File: src/hw/rtl/olie_pkg.sv
`timescale 1ns / 1ps

package olie_pkg;

  localparam int LEN_W = 8;
  localparam int VAL_W = 32;
  localparam int SIZE_W = 16;

  typedef enum logic [2:0] {
    OP_INS_FIRST = 3'd0,
    OP_INS_LAST  = 3'd1,
    OP_INS_AT    = 3'd2,
    OP_EXT_FIRST = 3'd3,
    OP_EXT_LAST  = 3'd4,
    OP_EXT_AT    = 3'd5,
    OP_READ_AT   = 3'd6,
    OP_CLEAR     = 3'd7
  } op_t;

  typedef enum logic [2:0] {
    ST_OK    = 3'd0,
    ST_FULL  = 3'd1,
    ST_ZERO  = 3'd2,
    ST_RANGE = 3'd3,
    ST_EMPTY = 3'd4
  } status_t;

  typedef enum logic [2:0] {
    S_IDLE,
    S_UP_RD,
    S_UP_WR,
    S_PUT,
    S_GRAB,
    S_DN_RD,
    S_DN_WR
  } state_t;

  typedef struct packed {
    logic [VAL_W-1:0]  value;
    logic [SIZE_W-1:0] size;
  } entry_t;

  // One write and one read per cycle; addresses carry the full length width.
  typedef struct packed {
    logic             we;
    logic [LEN_W-1:0] waddr;
    entry_t           wdata;
    logic [LEN_W-1:0] raddr;
  } mem_req_t;

endpackage

File: src/hw/rtl/olie_mem.sv
`timescale 1ns / 1ps

module olie_mem #(
  parameter int DEPTH = 16
) (
  input  logic                clk,
  input  olie_pkg::mem_req_t  req,
  output olie_pkg::entry_t    rdata
);

  localparam int AW = (DEPTH > 1) ? $clog2(DEPTH) : 1;

  olie_pkg::entry_t mem [DEPTH];

  // Registered read.
  always_ff @(posedge clk) begin
    if (req.we) begin
      mem[req.waddr[AW-1:0]] <= req.wdata;
    end
    rdata <= mem[req.raddr[AW-1:0]];
  end

endmodule

File: src/hw/rtl/olie_ctrl.sv
`timescale 1ns / 1ps

module olie_ctrl (
  input  logic                           clk,
  input  logic                           rst,
  input  logic                           start,
  input  logic [2:0]                     opcode,
  input  logic [olie_pkg::LEN_W-1:0]     position,
  input  logic [olie_pkg::VAL_W-1:0]     value,
  input  logic [olie_pkg::SIZE_W-1:0]    byte_count,
  input  logic [olie_pkg::LEN_W-1:0]     cap,
  input  olie_pkg::entry_t               rdata,
  output olie_pkg::mem_req_t             req,
  output logic                           busy,
  output logic                           done,
  output logic [2:0]                     status,
  output logic [olie_pkg::VAL_W-1:0]     out_value,
  output logic [olie_pkg::SIZE_W-1:0]    out_size,
  output logic [olie_pkg::LEN_W-1:0]     length,
  output logic                           is_empty,
  output logic                           is_full
);

  localparam int LW = olie_pkg::LEN_W;

  olie_pkg::state_t  state, state_next;
  olie_pkg::op_t     op, op_next, op_in;
  olie_pkg::entry_t  ent, ent_next;
  olie_pkg::status_t res_status, res_status_next;
  logic [LW-1:0]     len, len_next;
  logic [LW-1:0]     idx, idx_next;
  logic [LW-1:0]     p, p_next;
  logic [olie_pkg::VAL_W-1:0]  res_value, res_value_next;
  logic [olie_pkg::SIZE_W-1:0] res_size, res_size_next;
  logic              res_full, res_full_next;
  logic              done_next;
  logic              fin;
  logic [LW-1:0]     fin_len;
  logic [LW-1:0]     ins_pos, ext_pos;
  logic [LW-1:0]     idx_dec, idx_inc;
  logic [LW:0]       idx_inc_w, idx_inc2_w, len_w;

  assign op_in    = olie_pkg::op_t'(opcode);
  assign idx_dec  = idx - LW'(1);
  assign idx_inc  = idx + LW'(1);
  assign idx_inc_w  = {1'b0, idx} + (LW+1)'(1);
  assign idx_inc2_w = {1'b0, idx} + (LW+1)'(2);
  assign len_w    = {1'b0, len};

  always_comb begin
    ins_pos = (position < len) ? position : len;
    case (op_in)
      olie_pkg::OP_INS_FIRST: ins_pos = '0;
      olie_pkg::OP_INS_LAST:  ins_pos = len;
      default:                ;
    endcase
  end

  always_comb begin
    ext_pos = position;
    case (op_in)
      olie_pkg::OP_EXT_FIRST: ext_pos = '0;
      olie_pkg::OP_EXT_LAST:  ext_pos = len - LW'(1);
      default:                ;
    endcase
  end

  always_comb begin
    state_next      = state;
    op_next         = op;
    ent_next        = ent;
    len_next        = len;
    idx_next        = idx;
    p_next          = p;
    res_status_next = res_status;
    res_value_next  = res_value;
    res_size_next   = res_size;
    res_full_next   = res_full;
    done_next       = 1'b0;
    fin             = 1'b0;
    fin_len         = len;
    req.we          = 1'b0;
    req.waddr       = idx;
    req.wdata       = rdata;
    req.raddr       = idx;

    unique case (state)
      olie_pkg::S_IDLE: begin
        if (start) begin
          op_next         = op_in;
          ent_next.value  = value;
          ent_next.size   = byte_count;
          res_status_next = olie_pkg::ST_OK;
          res_value_next  = '0;
          res_size_next   = '0;
          unique case (op_in) inside
            olie_pkg::OP_INS_FIRST, olie_pkg::OP_INS_LAST, olie_pkg::OP_INS_AT: begin
              if (byte_count == '0) begin
                res_status_next = olie_pkg::ST_ZERO;
                fin = 1'b1;
              end else if (len >= cap) begin
                res_status_next = olie_pkg::ST_FULL;
                fin = 1'b1;
              end else if (op_in == olie_pkg::OP_INS_AT && position > cap) begin
                res_status_next = olie_pkg::ST_RANGE;
                fin = 1'b1;
              end else begin
                p_next     = ins_pos;
                idx_next   = len;
                state_next = (len > ins_pos) ? olie_pkg::S_UP_RD : olie_pkg::S_PUT;
              end
            end
            olie_pkg::OP_EXT_FIRST, olie_pkg::OP_EXT_LAST, olie_pkg::OP_EXT_AT,
            olie_pkg::OP_READ_AT: begin
              if (len == '0) begin
                res_status_next = olie_pkg::ST_EMPTY;
                fin = 1'b1;
              end else if (op_in == olie_pkg::OP_EXT_AT &&
                           (position >= len || position >= cap)) begin
                res_status_next = olie_pkg::ST_RANGE;
                fin = 1'b1;
              end else if (op_in == olie_pkg::OP_READ_AT && position >= len) begin
                res_status_next = olie_pkg::ST_RANGE;
                fin = 1'b1;
              end else begin
                p_next      = ext_pos;
                idx_next    = ext_pos;
                req.raddr   = ext_pos;
                state_next  = olie_pkg::S_GRAB;
              end
            end
            olie_pkg::OP_CLEAR: begin
              fin     = 1'b1;
              fin_len = '0;
            end
          endcase
        end
      end
      olie_pkg::S_UP_RD: begin
        req.raddr  = idx_dec;
        state_next = olie_pkg::S_UP_WR;
      end
      olie_pkg::S_UP_WR: begin
        req.we     = 1'b1;
        req.waddr  = idx;
        req.wdata  = rdata;
        idx_next   = idx_dec;
        state_next = (idx_dec > p) ? olie_pkg::S_UP_RD : olie_pkg::S_PUT;
      end
      olie_pkg::S_PUT: begin
        req.we    = 1'b1;
        req.waddr = p;
        req.wdata = ent;
        fin       = 1'b1;
        fin_len   = len + LW'(1);
      end
      olie_pkg::S_GRAB: begin
        res_value_next = rdata.value;
        res_size_next  = rdata.size;
        if (op == olie_pkg::OP_READ_AT) begin
          fin = 1'b1;
        end else if (idx_inc_w < len_w) begin
          state_next = olie_pkg::S_DN_RD;
        end else begin
          fin     = 1'b1;
          fin_len = len - LW'(1);
        end
      end
      olie_pkg::S_DN_RD: begin
        req.raddr  = idx_inc;
        state_next = olie_pkg::S_DN_WR;
      end
      olie_pkg::S_DN_WR: begin
        req.we    = 1'b1;
        req.waddr = idx;
        req.wdata = rdata;
        idx_next  = idx_inc;
        if (idx_inc2_w < len_w) begin
          state_next = olie_pkg::S_DN_RD;
        end else begin
          fin     = 1'b1;
          fin_len = len - LW'(1);
        end
      end
      default: state_next = olie_pkg::S_IDLE;
    endcase

    if (fin) begin
      state_next    = olie_pkg::S_IDLE;
      done_next     = 1'b1;
      len_next      = fin_len;
      res_full_next = (fin_len >= cap);
    end
  end

  always_ff @(posedge clk) begin
    if (rst) begin
      state <= olie_pkg::S_IDLE;
      len   <= '0;
      done  <= 1'b0;
    end else begin
      state <= state_next;
      len   <= len_next;
      done  <= done_next;
    end
  end

  always_ff @(posedge clk) begin
    op         <= op_next;
    ent        <= ent_next;
    idx        <= idx_next;
    p          <= p_next;
    res_status <= res_status_next;
    res_value  <= res_value_next;
    res_size   <= res_size_next;
    res_full   <= res_full_next;
  end

  assign busy      = (state != olie_pkg::S_IDLE);
  assign status    = res_status;
  assign out_value = res_value;
  assign out_size  = res_size;
  assign length    = len;
  assign is_empty  = (len == '0);
  assign is_full   = res_full;

endmodule

File: src/hw/rtl/ordered_list_insert_extract.sv
`timescale 1ns / 1ps

// Channel   Handshake               Payload
// command   start, busy             opcode, position, value, byte_count
// result    done (one-cycle strobe) status, out_value, out_size, length,
//                                   is_empty, is_full
// config    cfg_valid, cfg_ready    cfg_data (capacity)
//
// A transaction is taken when start is high and busy is low. Checks that
// fail and clear strobe done in the cycle right after the accepting edge.
// Every entry that moves is read and then written back on the entry memory:
// an insert shifts up the entries from pos to the end, an extract shifts
// down those above pos. A new command is taken in the strobe cycle.
// Synchronous reset empties the list and sets capacity to 16; entry memory is
// not cleared. The receiver cannot stall: each result shows for one cycle.
module ordered_list_insert_extract #(
  parameter int DEPTH = 16
) (
  input  logic                        clk,
  input  logic                        rst,
  // command transaction
  input  logic                        start,
  output logic                        busy,
  input  logic [2:0]                  opcode,
  input  logic [7:0]                  position,
  input  logic [31:0]                 value,
  input  logic [15:0]                 byte_count,
  // configuration write
  input  logic                        cfg_valid,
  output logic                        cfg_ready,
  input  logic [7:0]                  cfg_data,
  // result transaction
  output logic                        done,
  output logic [2:0]                  status,
  output logic [31:0]                 out_value,
  output logic [15:0]                 out_size,
  output logic [7:0]                  length,
  output logic                        is_empty,
  output logic                        is_full
);

  localparam int LW = olie_pkg::LEN_W;

  logic [LW-1:0]      capacity;
  logic [LW-1:0]      cap;
  olie_pkg::mem_req_t req;
  olie_pkg::entry_t   rdata;

  // Take capacity only between transactions.
  assign cfg_ready = !busy;

  always_ff @(posedge clk) begin
    if (rst) begin
      capacity <= LW'(16);
    end else if (cfg_valid && cfg_ready) begin
      capacity <= cfg_data;
    end
  end

  // Clamp the programmed capacity to the built depth.
  assign cap = (capacity < LW'(DEPTH)) ? capacity : LW'(DEPTH);

  // Sequencer: checks the command, walks the shift one entry at a time with
  // read then write back, and holds the result for its strobe. A read whose
  // data is used never shares a cycle with a write, so no bypass is needed.
  olie_ctrl u_ctrl (
    .clk        (clk),
    .rst        (rst),
    .start      (start),
    .opcode     (opcode),
    .position   (position),
    .value      (value),
    .byte_count (byte_count),
    .cap        (cap),
    .rdata      (rdata),
    .req        (req),
    .busy       (busy),
    .done       (done),
    .status     (status),
    .out_value  (out_value),
    .out_size   (out_size),
    .length     (length),
    .is_empty   (is_empty),
    .is_full    (is_full)
  );

  // Entry store: data word and size tag side by side.
  olie_mem #(
    .DEPTH (DEPTH)
  ) u_mem (
    .clk   (clk),
    .req   (req),
    .rdata (rdata)
  );

  // The result strobe always comes with the sequencer back at rest.
  a_done_idle: assert property (@(posedge clk) disable iff (rst)
    done |-> !busy)
    else $error("result strobe while sequencer busy");

  // An accepted command either strobes next cycle or keeps the sequencer busy.
  a_accept_progress: assert property (@(posedge clk) disable iff (rst)
    (start && !busy) |=> (busy || done))
    else $error("accepted command dropped");

  // The list never grows past the built depth.
  a_len_bound: assert property (@(posedge clk) disable iff (rst)
    length <= LW'(DEPTH))
    else $error("length beyond depth");

  // Every write lands inside the built depth.
  a_write_in_depth: assert property (@(posedge clk) disable iff (rst)
    req.we |-> (req.waddr < LW'(DEPTH)))
    else $error("memory write beyond depth");

endmodule
File: config.mk
export PLATFORM = sky130hd
export DESIGN_NAME = ordered_list_insert_extract
export DESIGN_NICKNAME = d
export VERILOG_FILES = /design/src/hw/rtl/olie_pkg.sv /design/src/hw/rtl/olie_mem.sv /design/src/hw/rtl/olie_ctrl.sv /design/src/hw/rtl/ordered_list_insert_extract.sv
export SDC_FILE = /design/constraint.sdc
export NUM_CORES = 1
export LEC_CHECK = 0
export BUFFER_PORTS_ARGS = -buffer_cell sky130_fd_sc_hd__buf_2
export CAP_MARGIN = 20
export CORE_ASPECT_RATIO = 0.8
export CORE_MARGIN = 3
export CORE_UTILIZATION = 45
export DETAILED_ROUTE_END_ITERATION = 16
export GPL_ROUTABILITY_DRIVEN = 0
export PLACE_DENSITY = 0.66
export SLEW_MARGIN = 20
export SYNTH_ARGS = -nofsm -noshare
export SYNTH_HDL_FRONTEND = slang
export SYNTH_SLANG_ARGS = --single-unit
File: constraint.sdc
create_clock -name clk -period 5.9 [get_ports clk]
set_clock_uncertainty 0.2 [all_clocks]
set_input_delay 0.295 -clock clk [delete_from_list [all_inputs] [get_ports clk]]
set_output_delay 0.295 -clock clk [all_outputs]
set_load 0.02 [all_outputs]
==> metrics, run 1 <==
outcome=completed; vias in the first global route=23300; vias per inst=5.61; Max VDD drop=723 uV; r2r setup slk=670 ps; final hold violation count=0; Unique masters post-synth=77; dpl hpwl=53100 um; Die ar.=94100 sq um; power per cell area=594 nW/um^2; H-Tree Depth=3; wire length per cell=23.5 um; Seq/Total Area, Yosys=68.8%; simple-gate area share of the yosys netlist=5.02%; Synth Instances=2595; Vias=23100; area of the multi-input gates=12000 sq um; CORE AREA=89500 sq um; placed cell area=42900 sq um; Yosys Warn Count=0; Worst R2R Start=u_ctrl.idx[0]$_DFFE_PP_; router iterations before antenna repair=6; mux cell area share after synthesis=17.9%; CP startpoint=u_ctrl.idx[0]$_DFFE_PP_; hold_ws=85.6 ps; Compound-Gate Fraction of Synth Area=3.31%; final net count=2966; GRT Residual Overflow=0; Syn-to-layout area delta=14.9%; WHS Path Cells=5; DIE HEIGHT=275 um; period utilisation layout=88.7%; Max Slew Vio Count=0; setup TNS=0 ps; initial antenna violation count=3; synthesized area per cell=15.7 sq um; Die X=342 um; Final min period=5230 ps; # IOs=135; Max Buffers Root-to-Sink=3; XOR/XNOR Fraction of Synth Area=0.642%; post-synthesis adder-cell area fraction=2.09%; hold path start=position[0]; Worst Tran Pin Value=1170 ps; worst min path class=in2reg; pre-CTS WS=785 ps; total of max-cap violations=0; crit path kind=reg2reg; Worst EP arrival=5430 ps; unrepaired setup endpoints after global routing=false; Total GRT Usage=20.3%; Primary FF master, synth=edfxtp_1; Post-synth ARST share=0%; Fillers=7257; IO Port Bufs=134; post-route antenna net violation count=0; CTS Buf Count=94; main combinational cell family by area after synthesis=multiplexers; CP Max Fanout=15; CTS Hold Buffers Added=77; first-pass GRT wire length=144000 um; EDFF count, synth=887; Reg clk slew, reported paths=70 ps; synthesized area=40700 sq um; Final setup viols=0; LEAKAGE=18.1 nW; most frequent cells in the layout=887 x edfxtp_1, 729 x mux2i_1, 213 x nand2_1, 134 x buf_2, 95 x clkbuf_16; DR iter-0 viols=2172; share of cells above drive strength 1=12.7%; setup bufs post-CTS=0; worst skew pair latency=640 ps; Reg2Reg Depth=23; Post-route DRC=0; Area contributors post-synth=edfxtp_1 65%, mux2i_1 18%, dfxtp_1 3.3%; TritonCTS clock tree=yes; worst path required time=6100 ps; post-cts resize count=0; crit path launch type=flip-flop; clock root cell=clkbuf_16; Yosys top cell area share=65.4%; starting density of the core=45.5%; fin worst setup slack=668 ps; most common cell after layout, fill and taps aside=edfxtp_1; post-route cell area=46800 sq um; register area=28000 sq um; routed wire length=96700 um; CP endpoint kind=flip-flop; fmax=191 MHz; Site Rows=98; #FFs+latches synth=955; Pwr Total=27.8 mW; area leader, netlist=edfxtp_1; Clock Sinks=955; Worst slew margin=21.8%; largest net degree at the start of global routing=129
## where the power goes
group	total [mW]	switching [mW]	internal, mW
Combinational	12.1	7.21	4.86
Clock	6.03	2.49	3.54
Sequential	9.67	0.440	9.23
Total	27.8	10.1	17.6
## per-stage QoR
| step | instances | util [%] |
|---|---|---|
| 6_report | 4109 | 52.2 |
| 2_1_floorplan | 2601 | - |
| 4_1_cts | 4107 | 52.2 |
| 3_5_place_dp | 3854 | 47.9 |
| 3_3_place_gp | 3854 | 47.9 |
| 5_1_grt | 4109 | 52.2 |
## critical path, stage by stage, from the launching register on
cell and delay (ps):
edfxtp_1 670, inv_1 190, ha_1 420, ha_1 310, a21boi_0 190, o21a_1 150
o2111ai_1 120, a21oi_1 300, nor2_1 100, o22ai_1 410, nand2_1 220, a21oi_1 190
nor2_1 90, ha_1 280, nand2b_1 150, a21o_1 180, a21oi_1 140, nor2b_1 60
o21ai_0 140, nand2b_1 70, a21oi_1 160, nor2b_1 60, o21ai_0 140, nand2b_1 70
## worst paths after layout
| kind | endpoint |
|---|---|
| hold / removal | u_ctrl.p[0]$_DFFE_PP_ |
| setup / recovery | u_ctrl.is_full$_DFFE_PP_ |
| setup reg to reg | u_ctrl.is_full$_DFFE_PP_ |
| hold reg to reg | u_ctrl.out_value[24]$_SDFFCE_PN0P_ |
## state kept, by name (all words and copies together), names as in the netlist, 8 cells and up
register          flops
u_ctrl.p              8
u_ctrl.out_size      16
u_ctrl.ent           48
capacity              8
u_ctrl.idx            8
u_ctrl.length         8
u_mem.rdata          48
u_ctrl.out_value     32
u_mem.mem           768
## cell type report
type / instances / share of cell area, %
diodes: 2 / 0.0107
clock buffers: 127 / 5.55
clock inverters: 49 / 1.15
inverters: 33 / 0.265
multi-input cells: 1478 / 25.7
flip-flops and latches: 955 / 59.9
well taps: 1200 / 3.21
repair buffers: 265 / 4.24
## cell usage after synthesis (10+ instances only)
| library cell | number |
|---|---|
| mux2i_1 | 729 |
| nor2_1 | 63 |
| nand2b_1 | 10 |
| dfxtp_1 | 68 |
| nor3_1 | 25 |
| a21oi_1 | 65 |
| buf_4 | 37 |
| o21ai_0 | 40 |
| nand2_1 | 214 |
| inv_1 | 30 |
| buf_2 | 18 |
| nand4_1 | 10 |
| and3_1 | 58 |
| a31oi_1 | 10 |
| clkbuf_1 | 64 |
| xnor2_1 | 22 |
| edfxtp_1 | 887 |
| nand3_1 | 15 |
| nor2b_1 | 15 |
| ha_1 | 68 |
| a21o_1 | 13 |
## cells by family (layout without fill, tap and decap cells)
kind of cell    after synthesis  count (layout)
buf+inv                     168             474
xor+xnor                     29              29
simple gates                439             439
flops                       955             955
mux                         729             729
other cells                   1               9
fa+ha+maj                    68              68
compound gates              206             206
## layer usage
layer | GRT usage, % | up-vias | wire length [um] | part of all wire (%)
li1 | - | 10400 | - | -
met1 | 28.2 | 11600 | 42500 | 44
met2 | 33.1 | 832 | 45500 | 47
met3 | 3.07 | 196 | 5930 | 6.1
met4 | 6.29 | 0 | 2780 | 2.9
met5 | 0 | - | 0 | 0
Note: power is estimated with default switching activity, not from simulation.
==> inputs of run 2 (changes only) <==
RECOVER_POWER = 25   (was default)
==> run 2 against run 1 <==
The run now ends with capacitance limit, slew limit left. Final area shrank 0.31%. Register-to-register slack lost 170 ps. Hold slack worse by 5.9 ps. Sequential power about the same. Combinational power hardly changed. Final cell count hardly changed. First-iteration DRC count increased by 3.1%. Largest cell class unchanged. Count of clock-buffer cells in the layout is the same. Largest power group unchanged. Critical endpoint is now u_ctrl.state[1]$_SDFFE_PP0P_. Wire length fell by 0.13%. Sequential share of layout area rose by 0.18 points.
==> metrics, run 2 (synthesis gave the netlist of run 1 again) <==
area of the multi-input gates=12000 sq um; router iterations before antenna repair=6; DR iter-0 viols=2239; register area=28000 sq um; Clock Sinks=955; Max Buffers Root-to-Sink=3; Final min period=5400 ps; period utilisation layout=91.5%; fmax=185 MHz; crit-path max cell delay=610 ps; most common cell after layout, fill and taps aside=edfxtp_1; most frequent cells in the layout=887 x edfxtp_1, 729 x mux2i_1, 214 x nand2_1, 108 x clkbuf_1, 95 x clkbuf_16; CORE AREA=89500 sq um; DIE HEIGHT=275 um; largest net degree at the start of global routing=129; crit path launch type=flip-flop; dpl hpwl=53100 um; Fillers=7301; worst path required time=6260 ps; Syn-to-layout area delta=14.5%; wire length per cell=23.5 um; final hold violation count=0; unrepaired setup endpoints after global routing=false; hold path start=position[1]; clock root cell=clkbuf_16; GRT Residual Overflow=0; H-Tree Depth=3; setup TNS=0 ps; outcome=finished, violations left; CP startpoint=u_ctrl.length[5]$_SDFFE_PP0P_; CP max-delay cell=clkbuf_1; post-cts resize count=0; post-route antenna net violation count=0; Pwr Total=27.7 mW; final net count=2966; first-pass GRT wire length=144000 um; Die X=342 um; Worst Tran Pin Value=2200 ps; CP Max Fanout=16; Worst slew margin=-48.5%; worst skew pair latency=640 ps; Die ar.=94100 sq um; starting density of the core=45.5%; CP cell instances=clkbuf_1 -> inv_1 -> ha_1 -> a21oi_1 -> o21ai_2 -> a211oi_1 -> clkbuf_1 -> nand2_1 -> o31ai_1 -> inv_1 -> ha_1 -> a21o_1 -> a21o_1 -> a21oi_1 -> o21ai_0 -> o21ai_0 -> a31oi_1 -> o32ai_1 -> a221oi_1 -> nor3_1; LEAKAGE=17.8 nW; Site Rows=98; TritonCTS clock tree=yes; CTS Buf Count=94; Total GRT Usage=20.3%; initial antenna violation count=3; total of max-cap violations=4; power per cell area=594 nW/um^2; top cell family by delay on the critical path=compound AO/OA/AOI/OAI gates; Max Slew Vio Count=140; Reg clk slew, reported paths=70 ps; IO Port Bufs=134; routed wire length=96600 um; failing checks=capacitance limit, slew limit; worst min path class=in2reg; Post-route DRC=0; max reg flops=768; share of cells above drive strength 1=9.49%; Final setup viols=0; CP Buf/Inv Count=4; Worst EP arrival=5760 ps; Vias=23000; vias in the first global route=23300; # IOs=135; Worst R2R Start=u_ctrl.length[5]$_SDFFE_PP0P_; vias per inst=5.59; CP endpoint kind=flip-flop; Max VDD drop=722 uV; crit path kind=reg2reg
==> run 2: layout make-up <==
| class | count | area share, % |
|---|---|---|
| timing repair buffer | 265 | 3.99 |
| clock inverter | 49 | 1.15 |
| inverter | 33 | 0.266 |
| multi-input combinational | 1478 | 25.7 |
| antenna | 3 | 0.0161 |
| tap | 1200 | 3.22 |
| clock buffer | 127 | 5.57 |
| sequential | 955 | 60.1 |
==> run 2: repair_timing <==
action / 4_1_cts / 5_1_grt
hold buffers: 77 / 0
endpoints found under the setup margin: 0 / 0
endpoints found under the hold margin: 72 / 0
buffers inserted: 0 / 0
==> run 2: final timing paths <==
path	end	slack [ps]	cells past startpoint
min	u_ctrl.p[1]$_DFFE_PP_	80	3
max	u_ctrl.state[1]$_SDFFE_PP0P_	500	20
min reg2reg	u_ctrl.out_value[24]$_SDFFCE_PN0P_	370	1
max reg2reg	u_ctrl.state[1]$_SDFFE_PP0P_	500	20
==> run 2: report_power, final <==
part | internal (mW) | switching [mW]
logic | 4.79 | 7.20
clock network | 3.54 | 2.49
registers | 9.23 | 0.444
==> run 2: tightest hold or removal path, stage by stage <==
cell and delay, ps:
buf_2 190, a21oi_1 150, o21ai_0 170
==> run 2: metrics by stage <==
stage | util, % | hold WS [ps] | worst slack [ps] | instance area, sq um | cells
after floorplan | - | 194 | 746 | 40700 | 2601
after global placement | 47.9 | 244 | 732 | 42900 | 3854
after detailed placement | 47.9 | 249 | 785 | 42900 | 3854
after CTS | 52.2 | 23.5 | 782 | 46800 | 4107
after global routing | 52.1 | 66.8 | 130 | 46600 | 4110
final | 52.1 | 79.8 | 501 | 46600 | 4110
==> run 2: layer usage <==
| layer | vias up | wire length, um | track usage, % |
|---|---|---|---|
| met5 | - | 0 | 0 |
| met4 | 0 | 2780 | 6.29 |
| met3 | 194 | 6100 | 3.07 |
| met2 | 811 | 45500 | 33.1 |
| met1 | 11600 | 42200 | 28.2 |
| li1 | 10400 | - | - |
